File: config.mk
export PLATFORM = sky130hd
export DESIGN_NAME = positional_array_list
export DESIGN_NICKNAME = d
export VERILOG_FILES = /design/src/rtl/pal_pkg.sv /design/src/rtl/pal_cell.sv /design/src/rtl/positional_array_list.sv
export SDC_FILE = /design/constraint.sdc
export NUM_CORES = 2
export LEC_CHECK = 0
export BUFFER_PORTS_ARGS = -buffer_cell sky130_fd_sc_hd__buf_2
export CELL_PAD_IN_SITES_DETAIL_PLACEMENT = 0
export CELL_PAD_IN_SITES_GLOBAL_PLACEMENT = 1
export CORE_MARGIN = 2
export CORE_UTILIZATION = 53
export DETAILED_ROUTE_END_ITERATION = 6
export MAX_ROUTING_LAYER = met4
export PLACE_DENSITY_LB_ADDON = 0.1
export SYNTH_ARGS = -nofsm -noshare
export SYNTH_HDL_FRONTEND = slang
export SYNTH_SLANG_ARGS = --single-unit
File: constraint.sdc
create_clock -name clk -period 6.36 [get_ports clk]
set_clock_uncertainty 0.1 [all_clocks]
set_input_delay 0.318 -clock clk [delete_from_list [all_inputs] [get_ports clk]]
set_output_delay 0.318 -clock clk [all_outputs]
set_load 0.01 [all_outputs]
File: src/rtl/pal_pkg.sv
// Package for the positional array list: list depth, field widths and codes.
// Used by pal_cell and positional_array_list. Depends on nothing else.
`default_nettype none

package pal_pkg;

  // List geometry and field widths.
  localparam int DEPTH  = 16;
  localparam int DATA_W = 32;
  localparam int POS_W  = 5;
  localparam int IDX_W  = 4;
  localparam int CNT_W  = 5;

  // Operation codes carried by the mode field.
  typedef enum logic [2:0] {
    MODE_CLEAR  = 3'd0,
    MODE_INSERT = 3'd1,
    MODE_DELETE = 3'd2,
    MODE_SEARCH = 3'd3,
    MODE_DUMP   = 3'd4
  } mode_t;

  // Result status codes.
  typedef enum logic [2:0] {
    STATUS_OK        = 3'd0,
    STATUS_INVALID   = 3'd1,
    STATUS_FULL      = 3'd2,
    STATUS_NOT_FOUND = 3'd3,
    STATUS_EMPTY     = 3'd4
  } status_t;

  // Command given to one cell of the chain in a cycle.
  typedef enum logic [1:0] {
    CELL_HOLD,
    CELL_LOAD,
    CELL_SHIFT_UP,
    CELL_SHIFT_DOWN
  } cell_cmd_t;

  // Sequencer states of the top level.
  typedef enum logic [1:0] {
    ST_IDLE,
    ST_SEARCH,
    ST_DUMP
  } state_t;

endpackage

`default_nettype wire

File: src/rtl/pal_cell.sv
// One cell of the list chain: holds a single entry and compares it with a key.
// Depends on pal_pkg for widths and the cell command type.
`default_nettype none

module pal_cell
  import pal_pkg::*;
(
  input  wire logic                     clk,
  input  wire cell_cmd_t                cmd,
  input  wire logic signed [DATA_W-1:0] load_value,
  input  wire logic signed [DATA_W-1:0] lower_value,
  input  wire logic signed [DATA_W-1:0] upper_value,
  input  wire logic signed [DATA_W-1:0] key,
  output logic signed [DATA_W-1:0]      value,
  output logic                          match
);

  // Entry register: take a new value, a neighbour's value, or keep its own.
  always_ff @(posedge clk) begin
    case (cmd)
      CELL_LOAD:       value <= load_value;
      CELL_SHIFT_UP:   value <= lower_value;
      CELL_SHIFT_DOWN: value <= upper_value;
      default:         value <= value;
    endcase
  end

  // Equality compare for search.
  assign match = (value == key);

endmodule

`default_nettype wire

File: src/rtl/positional_array_list.sv
// Positional array list: clear, insert, delete and other single-result modes
// load the output register, one item per cycle while it is not stalled; a
// search registers the cell compares, then loads the priority-encoded result;
// a dump gives one entry per cycle while the output is not stalled, and neither
// takes a new item until its last result is loaded. Reset clears the count,
// sequencer and output valid, not entry cells, which hold nothing until written.
`default_nettype none

module positional_array_list
  import pal_pkg::*;
(
  input  wire logic                     clk,
  input  wire logic                     rst,
  input  wire logic                     in_valid,
  output logic                          in_stall,
  input  wire logic [2:0]               mode,
  input  wire logic [POS_W-1:0]         position,
  input  wire logic signed [DATA_W-1:0] item_value,
  output logic                          out_valid,
  input  wire logic                     out_stall,
  output logic [2:0]                    status,
  output logic [IDX_W-1:0]              found_index,
  output logic signed [DATA_W-1:0]      entry_value,
  output logic [CNT_W-1:0]              entry_count,
  output logic                          last
);

  state_t state;
  state_t state_next;

  logic [CNT_W-1:0] count;
  logic [CNT_W-1:0] count_next;
  logic [IDX_W-1:0] dump_idx;
  logic [DEPTH-1:0] match_vec;

  logic accept;
  logic out_free;
  logic search_load;
  logic dump_load;
  logic dump_last;
  logic ins_go;
  logic del_go;
  logic defer_result;

  cell_cmd_t                cell_cmd   [DEPTH];
  logic signed [DATA_W-1:0] cell_value [DEPTH];
  logic [DEPTH-1:0]         cell_match;

  status_t          imm_status;
  logic             hit;
  logic [IDX_W-1:0] hit_idx;

  // Handshake decode.
  assign out_free = !out_valid || !out_stall;
  assign accept   = in_valid && !in_stall;

  // A search or a dump with entries never loads the output at acceptance.
  assign defer_result = (mode == MODE_SEARCH) || ((mode == MODE_DUMP) && (count != '0));

  // Insert (not full) and delete proceed only when the position is in range.
  assign ins_go = accept && (mode == MODE_INSERT) && (count < CNT_W'(DEPTH))
                  && (position <= count);
  assign del_go = accept && (mode == MODE_DELETE) && (position < count);

  // Per-cell commands: cells above the insert point move up, cells from the
  // delete point onwards move down.
  always_comb begin
    for (int i = 0; i < DEPTH; i++) begin
      cell_cmd[i] = CELL_HOLD;
      if (ins_go) begin
        if (POS_W'(i) > position) begin
          cell_cmd[i] = CELL_SHIFT_UP;
        end else if (POS_W'(i) == position) begin
          cell_cmd[i] = CELL_LOAD;
        end
      end else if (del_go) begin
        if (POS_W'(i) >= position) begin
          cell_cmd[i] = CELL_SHIFT_DOWN;
        end
      end
    end
  end

  // The chain of cells, each wired to its two neighbours.
  for (genvar g = 0; g < DEPTH; g++) begin : g_cell
    logic signed [DATA_W-1:0] lower;
    logic signed [DATA_W-1:0] upper;

    if (g == 0) begin : g_first
      assign lower = '0;
    end else begin : g_mid_lo
      assign lower = cell_value[g-1];
    end

    if (g == DEPTH - 1) begin : g_end
      assign upper = '0;
    end else begin : g_mid_hi
      assign upper = cell_value[g+1];
    end

    pal_cell u_cell (
      .clk         (clk),
      .cmd         (cell_cmd[g]),
      .load_value  (item_value),
      .lower_value (lower),
      .upper_value (upper),
      .key         (item_value),
      .value       (cell_value[g]),
      .match       (cell_match[g])
    );
  end

  // Count update and the status of single-result operations.
  always_comb begin
    count_next = count;
    imm_status = STATUS_OK;
    case (mode)
      MODE_CLEAR: begin
        count_next = '0;
      end
      MODE_INSERT: begin
        if (count >= CNT_W'(DEPTH)) begin
          imm_status = STATUS_FULL;
        end else if (position > count) begin
          imm_status = STATUS_INVALID;
        end else begin
          count_next = count + CNT_W'(1);
        end
      end
      MODE_DELETE: begin
        if (position >= count) begin
          imm_status = STATUS_INVALID;
        end else begin
          count_next = count - CNT_W'(1);
        end
      end
      MODE_DUMP: begin
        if (count == '0) begin
          imm_status = STATUS_EMPTY;
        end
      end
      default: begin
        imm_status = STATUS_OK;
      end
    endcase
  end

  // Lowest matching index from the registered match vector.
  always_comb begin
    hit     = 1'b0;
    hit_idx = '0;
    for (int i = DEPTH - 1; i >= 0; i--) begin
      if (match_vec[i]) begin
        hit     = 1'b1;
        hit_idx = IDX_W'(i);
      end
    end
  end

  assign dump_last = (CNT_W'(dump_idx) + CNT_W'(1)) == count;

  // Sequencer next state.
  always_comb begin
    state_next = state;
    case (state)
      ST_IDLE: begin
        if (accept && (mode == MODE_SEARCH)) begin
          state_next = ST_SEARCH;
        end else if (accept && (mode == MODE_DUMP) && (count != '0)) begin
          state_next = ST_DUMP;
        end
      end
      ST_SEARCH: begin
        if (out_free) begin
          state_next = ST_IDLE;
        end
      end
      ST_DUMP: begin
        if (out_free && dump_last) begin
          state_next = ST_IDLE;
        end
      end
      default: begin
        state_next = ST_IDLE;
      end
    endcase
  end

  // Sequencer outputs.
  always_comb begin
    in_stall    = 1'b1;
    search_load = 1'b0;
    dump_load   = 1'b0;
    case (state)
      ST_IDLE: begin
        in_stall = !out_free;
      end
      ST_SEARCH: begin
        search_load = out_free;
      end
      ST_DUMP: begin
        dump_load = out_free;
      end
      default: begin
        in_stall = 1'b1;
      end
    endcase
  end

  // Control registers.
  always_ff @(posedge clk) begin
    if (rst) begin
      state    <= ST_IDLE;
      count    <= '0;
      dump_idx <= '0;
    end else begin
      state <= state_next;
      if (accept) begin
        count    <= count_next;
        dump_idx <= '0;
      end else if (dump_load) begin
        dump_idx <= dump_idx + IDX_W'(1);
      end
    end
  end

  // Match vector for search, limited to entries below the count.
  always_ff @(posedge clk) begin
    if (accept && (mode == MODE_SEARCH)) begin
      for (int i = 0; i < DEPTH; i++) begin
        match_vec[i] <= cell_match[i] && (CNT_W'(i) < count);
      end
    end
  end

  // Output register valid.
  always_ff @(posedge clk) begin
    if (rst) begin
      out_valid <= 1'b0;
    end else if ((accept && !defer_result) || search_load || dump_load) begin
      out_valid <= 1'b1;
    end else if (!out_stall) begin
      out_valid <= 1'b0;
    end
  end

  // Output register payload.
  always_ff @(posedge clk) begin
    if (accept) begin
      if ((mode == MODE_SEARCH) || ((mode == MODE_DUMP) && (count != '0))) begin
        // The result of this transfer follows from the sequencer.
        status <= status;
      end else begin
        status      <= imm_status;
        found_index <= '0;
        entry_value <= '0;
        entry_count <= count_next;
        last        <= 1'b1;
      end
    end else if (search_load) begin
      status      <= hit ? STATUS_OK : STATUS_NOT_FOUND;
      found_index <= hit_idx;
      entry_value <= '0;
      entry_count <= count;
      last        <= 1'b1;
    end else if (dump_load) begin
      status      <= STATUS_OK;
      found_index <= dump_idx;
      entry_value <= cell_value[dump_idx];
      entry_count <= count;
      last        <= dump_last;
    end
  end

  // Checks on the list logic.
  assert property (@(posedge clk) disable iff (rst) count <= CNT_W'(DEPTH))
    else $error("entry count exceeds the list depth");

  assert property (@(posedge clk) disable iff (rst)
    (accept && (mode == MODE_INSERT) && (count == CNT_W'(DEPTH))) |=> (count == CNT_W'(DEPTH)))
    else $error("insert on a full list changed the count");

  assert property (@(posedge clk) disable iff (rst)
    (state == ST_DUMP) |-> ((count != '0) && (CNT_W'(dump_idx) < count)))
    else $error("dump index outside the stored entries");

  assert property (@(posedge clk) disable iff (rst)
    (accept && !defer_result) |=> (out_valid && last))
    else $error("single-result transfer did not reach the output register");

endmodule

`default_nettype wire
=== After elaboration in Yosys (flattened, before gate mapping) ===
Cells that the tools add are included.

* Bitwise gates (word level): 1
* Multiplexer cells: 171
* $add $sub $neg: 4
* $lt $le $gt $ge: 55
* Reductions and logical operators: 62
* Equality and inequality tests: 91

{| class="wikitable"
|+ Operators by type and width
! operator !! number
|-
| 32-bit one-hot mux with 3 select lines || 16
|-
| 32-bit equality test || 16
|-
| 32-bit two-way mux || 6
|-
| 2-bit two-way mux || 70
|-
| 32-bit binary-select mux with 4-bit select || 1
|-
| 4-bit two-way mux || 20
|-
| 2-bit equality test, second input constant || 33
|-
| 3-bit nonzero test || 17
|-
| 1-bit two-way mux || 43
|-
| 4-bit by 5-bit equality test with 1-bit output, first input constant || 8
|-
| 4-bit by 5-bit greater-or-equal comparator with 1-bit output, first input constant || 8
|-
| 4-bit by 5-bit greater-than comparator with 1-bit output, first input constant || 8
|-
| 4-bit by 5-bit less-than comparator with 1-bit output, first input constant || 8
|-
| 5-bit two-way mux || 7
|-
| 2-bit by 1-bit equality test with 1-bit output, second input constant || 17
|-
| 1-bit logical AND || 28
|-
| 3-bit by 5-bit equality test with 1-bit output, first input constant || 4
|-
| 3-bit by 5-bit greater-or-equal comparator with 1-bit output, first input constant || 4
|-
| 3-bit by 5-bit greater-than comparator with 1-bit output, first input constant || 4
|-
| 3-bit by 5-bit less-than comparator with 1-bit output, first input constant || 4
|-
| 3-bit two-way mux || 5
|-
| 5-bit one-hot mux with 3 select lines || 1
|-
| 2-bit by 5-bit equality test with 1-bit output, first input constant || 2
|-
| 1-bit by 5-bit greater-or-equal comparator with 1-bit output, first input constant || 2
|-
| 35 further kinds || 52
|}

* Input port bits: 44
* Word-level logic and storage cells: 410
* Register bits: 585
* Output and inout bits: 47

=== Depth between registers and ports, before layout ===
* Word-level depth: 19
* Mapped depth: 13
* Gate-level depth less buffers: 8

=== Hierarchy ===
Synthesis repeated with hierarchy kept, for this count alone.

* Cells, all modules: 3550
* Area, all modules: 39849.5 um2

{| class="wikitable"
|+ By module, submodules not included
! module !! seq. area each (um2) !! times used !! cells each !! area each (um2)
|-
| pal_cell || 960.9 || 16 || 183 || 1986.9
|-
| positional_array_list || 2072.0 || 1 || 622 || 8059.0
|}

=== Least setup slack after synthesis ===
OpenSTA, ideal clock, no wires.

* Path kind: register -> register
* From: reg count[4]
* To: reg g_cell[4].u_cell.value[0], enable pin
* Data arrival time: 4697 ps
* Buffers on the path: 3
* Library setup time: 461 ps
* Stages on the path, launching flop included: 12
* Clock period less this slack: 5258 ps
* Required time: 5799 ps
* Setup slack: 1102 ps
* Cell sequence: dfxtp_1 -> clkbuf_1 -> inv_1 -> ha_1 -> nand4_1 -> or2_1 -> or3_1 -> buf_2 -> buf_6 -> nand2_1 -> nor2_1 -> nor3_1

* Word-level cells in the longest chain between the ends: 6
* Elaborated cells on any way between the ends: 12
* Those cells by class: order compare: 3; eq/ne: 3; mux: 2; reduce/logical: 4

{| class="wikitable"
|+ Ends and longest elaborated chain
! what !! RTL line !! RTL
|-
| start: declaration || positional_array_list.sv:31 || <nowiki>logic [CNT_W-1:0] count;</nowiki>
|-
| start signal: assignment || positional_array_list.sv:219 || <nowiki>count <= count_next;</nowiki>
|-
| 5-bit less-than comparator, on equally long branches || positional_array_list.sv:63, positional_array_list.sv:61 ||
|-
| 1-bit logical AND, on equally long branches || positional_array_list.sv:63, positional_array_list.sv:61 ||
|-
| 2-bit two-way mux or 1-bit logical AND (tied branches) || positional_array_list.sv:76, positional_array_list.sv:62 ||
|-
| 2-bit two-way mux (*) || positional_array_list.sv:70 || <nowiki>if (ins_go) begin</nowiki>
|-
| 2-bit by 1-bit equality test with 1-bit output or 2-bit equality test (tied branches) || pal_cell.sv:20 || <nowiki>case (cmd)</nowiki>
|-
| 3-bit nonzero test (no source line) (*) || n/a ||
|-
| end signal: assignment || pal_cell.sv:21 || <nowiki>CELL_LOAD: value <= load_value;</nowiki>
|-
| end signal: assignment || pal_cell.sv:22 || <nowiki>CELL_SHIFT_UP: value <= lower_value;</nowiki>
|-
| end signal: assignment || pal_cell.sv:23 || <nowiki>CELL_SHIFT_DOWN: value <= upper_value;</nowiki>
|-
| end: declaration || pal_cell.sv:14 || <nowiki>output logic signed [DATA_W-1:0] value,</nowiki>
|}

Every way passes the cells marked *; elsewhere a longest branch is shown, timed or not.
A chain may end at the register's enable or synchronous reset.

=== Worst setup path after layout ===
* From: reg count[2]
* To: reg g_cell[9].u_cell.value[20] (data pin)

* Word-level cells in the longest chain between the ends: 6
* Elaborated cells on any way between the ends: 12
* Those cells by class: order compare: 3; eq/ne: 3; mux: 3; reduce/logical: 3

{| class="wikitable"
|+ Ends and longest elaborated chain
! what !! RTL line
|-
| 5-bit less-than comparator, on equally long branches || positional_array_list.sv:63, positional_array_list.sv:61
|-
| 1-bit logical AND, on equally long branches || positional_array_list.sv:63, positional_array_list.sv:61
|-
| 2-bit two-way mux or 1-bit logical AND (tied branches) || positional_array_list.sv:76, positional_array_list.sv:62
|-
| 2-bit two-way mux (*) || positional_array_list.sv:70
|-
| 2-bit equality test or 2-bit by 1-bit equality test with 1-bit output (tied branches) || pal_cell.sv:20
|-
| 32-bit one-hot mux with 3 select lines (*) || pal_cell.sv:20
|-
| end signal: assignment || pal_cell.sv:21
|-
| end signal: assignment || pal_cell.sv:22
|-
| end signal: assignment || pal_cell.sv:23
|-
| end: declaration || pal_cell.sv:14
|}

Marks and branches as above.

==> flow_summary.toml <==
[global_routing]
overflow = 0
grt_pass1_wl_um = 206900
grt_pass1_vias = 27720
grt_usage_pct = 41.99
antenna_found_initial = 18
grt_max_degree = 65

[finish]
fin_area_sq_um = 40620
syn2layout_area_growth_pct = 9.168
final_nets = 3048
layout_commonest_cell = "edfxtp_1"
final_cell_mix = "573 x edfxtp_1, 289 x a22oi_1, 268 x xor2_1"
drive_gt1_share_pct = 16.07

[pwr]
power_leakage_nw = 12.38
total_power_w = 0.009280
power_density_nw_per_um2 = 228.5
ir_worst_vdd_uv = 236.7

[synth]
netlist_area_sq_um = 37200
yosysTopAreaCell = "edfxtp_1"
synth_seq_area_share_pct = 46.89
ys_ff_latch = 585
syn_area_per_cell_sq_um = 12.06
synth_top_area_share_pct = 46.25
synth_cell_type_count = 63
ys_async_sr_fraction_pct = 0
yosysWarningCount = 0
synth.area.top_cells = "edfxtp_1 46%, mux4_2 9.7%, xor2_1 6.3%"
syn-num-nets = 3139
syn_inst = 3085
synth_flop_cell = "edfxtp_1"
synth_edf_count = 573

[setup_path]
r2r_cells = 9
critPathMaxFanout = 47
cp-start-kind = "register"
critical_path.endpoint_type = "register"
critical_path_class = "register to register"
arrival_ns = 5.00
required_ns = 6.63

[cts]
path_clk_slew_ns = 0.06
insertion_delay_ns = 0.64
cts_max_level = 3
cts_tree = "done"
post_cts_buffers = 0
numCtsBuffers = 71
cts_max_path_buffers = 3
cts.sinks = 585
cts-root-buf = "clkbuf_16"

[routing]
wire_per_inst_um = 37.01
vias = 29880
first_pass_iters = 7
route.detailed.drc = 2
ant_nets = 0
viasPerCell = 7.476
routed_wirelength_um = 147900
drt_iter0_drc = 4781

[sta]
report.final.setup_viol = 0
tightest_slew_ns = 1.387
drv_slew = 0
period_share_pct = 74.44
hold_viol = 0
setup_tns_ns = 0
min_period_ns = 4.734
whs_ns = 0.1035
maxSlewHeadroom_pct = 6.675
timing.final.ws_setup_ns = 1.626
fmax_ghz = 0.2112
rsz0062_at_grt = "false"

[die]
die_w_um = 268.9
start_util_pct = 53.31
die_area_sq_um = 72330
pin_count = 91
die_h_um = 268.9
row_count = 97
design.core.area_sq_um = 69790

[placed_design]
gp_congestion = 1.087
port-buffer-count = 90
dp_slack_ns = 1.767
dp_hpwl_um = 110700
dpl_cell_area_sq_um = 38310

[flow_run]
cap_violations = 0

[worst_hold_path]
holdPathStages = 3
hp-class = "input port to register"

[status]
status = "finished with violations"
violations = "DRC"
==> routing by layer <==
layer / part of all wire, % / wire [um] / GRT usage, %
met1: 37 / 54560 / 54.75
met2: 45 / 65940 / 61.52
met3: 12 / 17720 / 8.804
met4: 6.6 / 9689 / 23.02
met5: 0 / 0 / -
==> through the flow <==
| stage | utilization [%] | std cells |
|---|---|---|
| after floorplan | - | 3085 |
| after global placement | 54.90 | 3859 |
| after detailed placement | 54.90 | 3859 |
| after CTS | 58.17 | 3989 |
| after global routing | 58.19 | 3995 |
| final | 58.20 | 3997 |
==> worst max-delay path, cell delays in order (launching register included) <==
cell and delay [ns]:
dfxtp_1 0.68, inv_1 0.22, ha_1 0.34, a21oi_1 0.27
o221ai_1 0.31, or3_1 0.87, nor2_4 0.93, buf_4 0.36
nor3_1 0.06, a221o_1 0.29
==> final cells by class <==
| cell class | instances | area [sq um] |
|---|---|---|
| Clock inverter | 31 | 282.8 |
| Multi-Input combinational cell | 2121 | 18440 |
| Fill cell | 5804 | 29170 |
| Sequential cell | 585 | 17460 |
| Inverter | 46 | 172.7 |
| Antenna cell | 8 | 20.02 |
| Clock buffer | 97 | 1979 |
| Tap cell | 940 | 1176 |
| Timing Repair Buffer | 169 | 1086 |
==> where the power goes <==
| group | total (W) | switching, W | internal, W |
|---|---|---|---|
| Sequential | 0.00433 | 0.0000369 | 0.00429 |
| Clock | 0.00410 | 0.00172 | 0.00238 |
| Combinational | 0.000847 | 0.000560 | 0.000287 |
| Total | 0.00928 | 0.00232 | 0.00696 |
==> worst paths after layout <==
| check | slack, ns | startpoint | endpoint |
|---|---|---|---|
| setup / recovery | 1.63 | count[2]$_SDFFE_PP0P_ | g_cell[9].u_cell.value[20]$_DFFE_PP_ |
| hold / removal | 0.10 | mode[2] | out_valid$_SDFFE_PP0P_ |
| setup reg to reg | 1.63 | count[2]$_SDFFE_PP0P_ | g_cell[9].u_cell.value[20]$_DFFE_PP_ |
| hold reg to reg | 0.44 | dump_idx[3]$_SDFFE_PP0P_ | found_index[3]$_SDFFCE_PP0P_ |
==> synthesized netlist by cell type, types with 7 or more instances <==
cell	instances
o21ai_0	114
a22o_1	65
ha_1	10
xor2_1	268
nor2_1	36
a21oi_1	20
buf_1	68
a2111oi_0	8
nor4_1	81
buf_2	77
edfxtp_1	573
nand2_1	49
inv_1	46
o21ai_1	33
nand3_1	24
and3_1	32
nand4_1	72
buf_4	7
xnor2_1	253
a221o_1	128
dfxtp_1	12
clkbuf_1	178
nor3_1	156
o2bb2ai_1	32
nor2b_1	8
mux4_2	160
a22oi_1	289
o31ai_1	161
a21o_1	36
==> flip-flops by register name, indices dropped and copies added, names as in the netlist <==
| name | cells |
|---|---|
| found_index | 4 |
| out_valid | 1 |
| match_vec | 16 |
| entry_value | 32 |
| dump_idx | 4 |
| entry_count | 5 |
| status | 3 |
| last | 1 |
| count | 5 |
| g_cell.u_cell.value | 512 |
| state | 2 |
==> repair_timing <==
| action | in CTS | in global routing |
|---|---|---|
| gates resized for setup | 0 | 0 |
| endpoints found under the hold margin | 11 | 0 |
| hold buffers | 2 | 0 |
==> kinds of logic (layout without fill, tap and decap cells) <==
family | count (synthesis) | after routing | synth area share [%]
XOR/XNOR | 521 | 521 | 12.27
multiplexers | 162 | 162 | 9.739
AO/OA/AOI/OAI | 928 | 928 | 19.15
AND/OR/NAND/NOR | 500 | 500 | 7.405
buffers and inverters | 379 | 343 | 4.214
adder cells (fa/ha/maj) | 10 | 10 | 0.3363
flip-flops | 585 | 585 | 46.89
other | 0 | 8 | 0
Power figures use the tool's default switching activity.
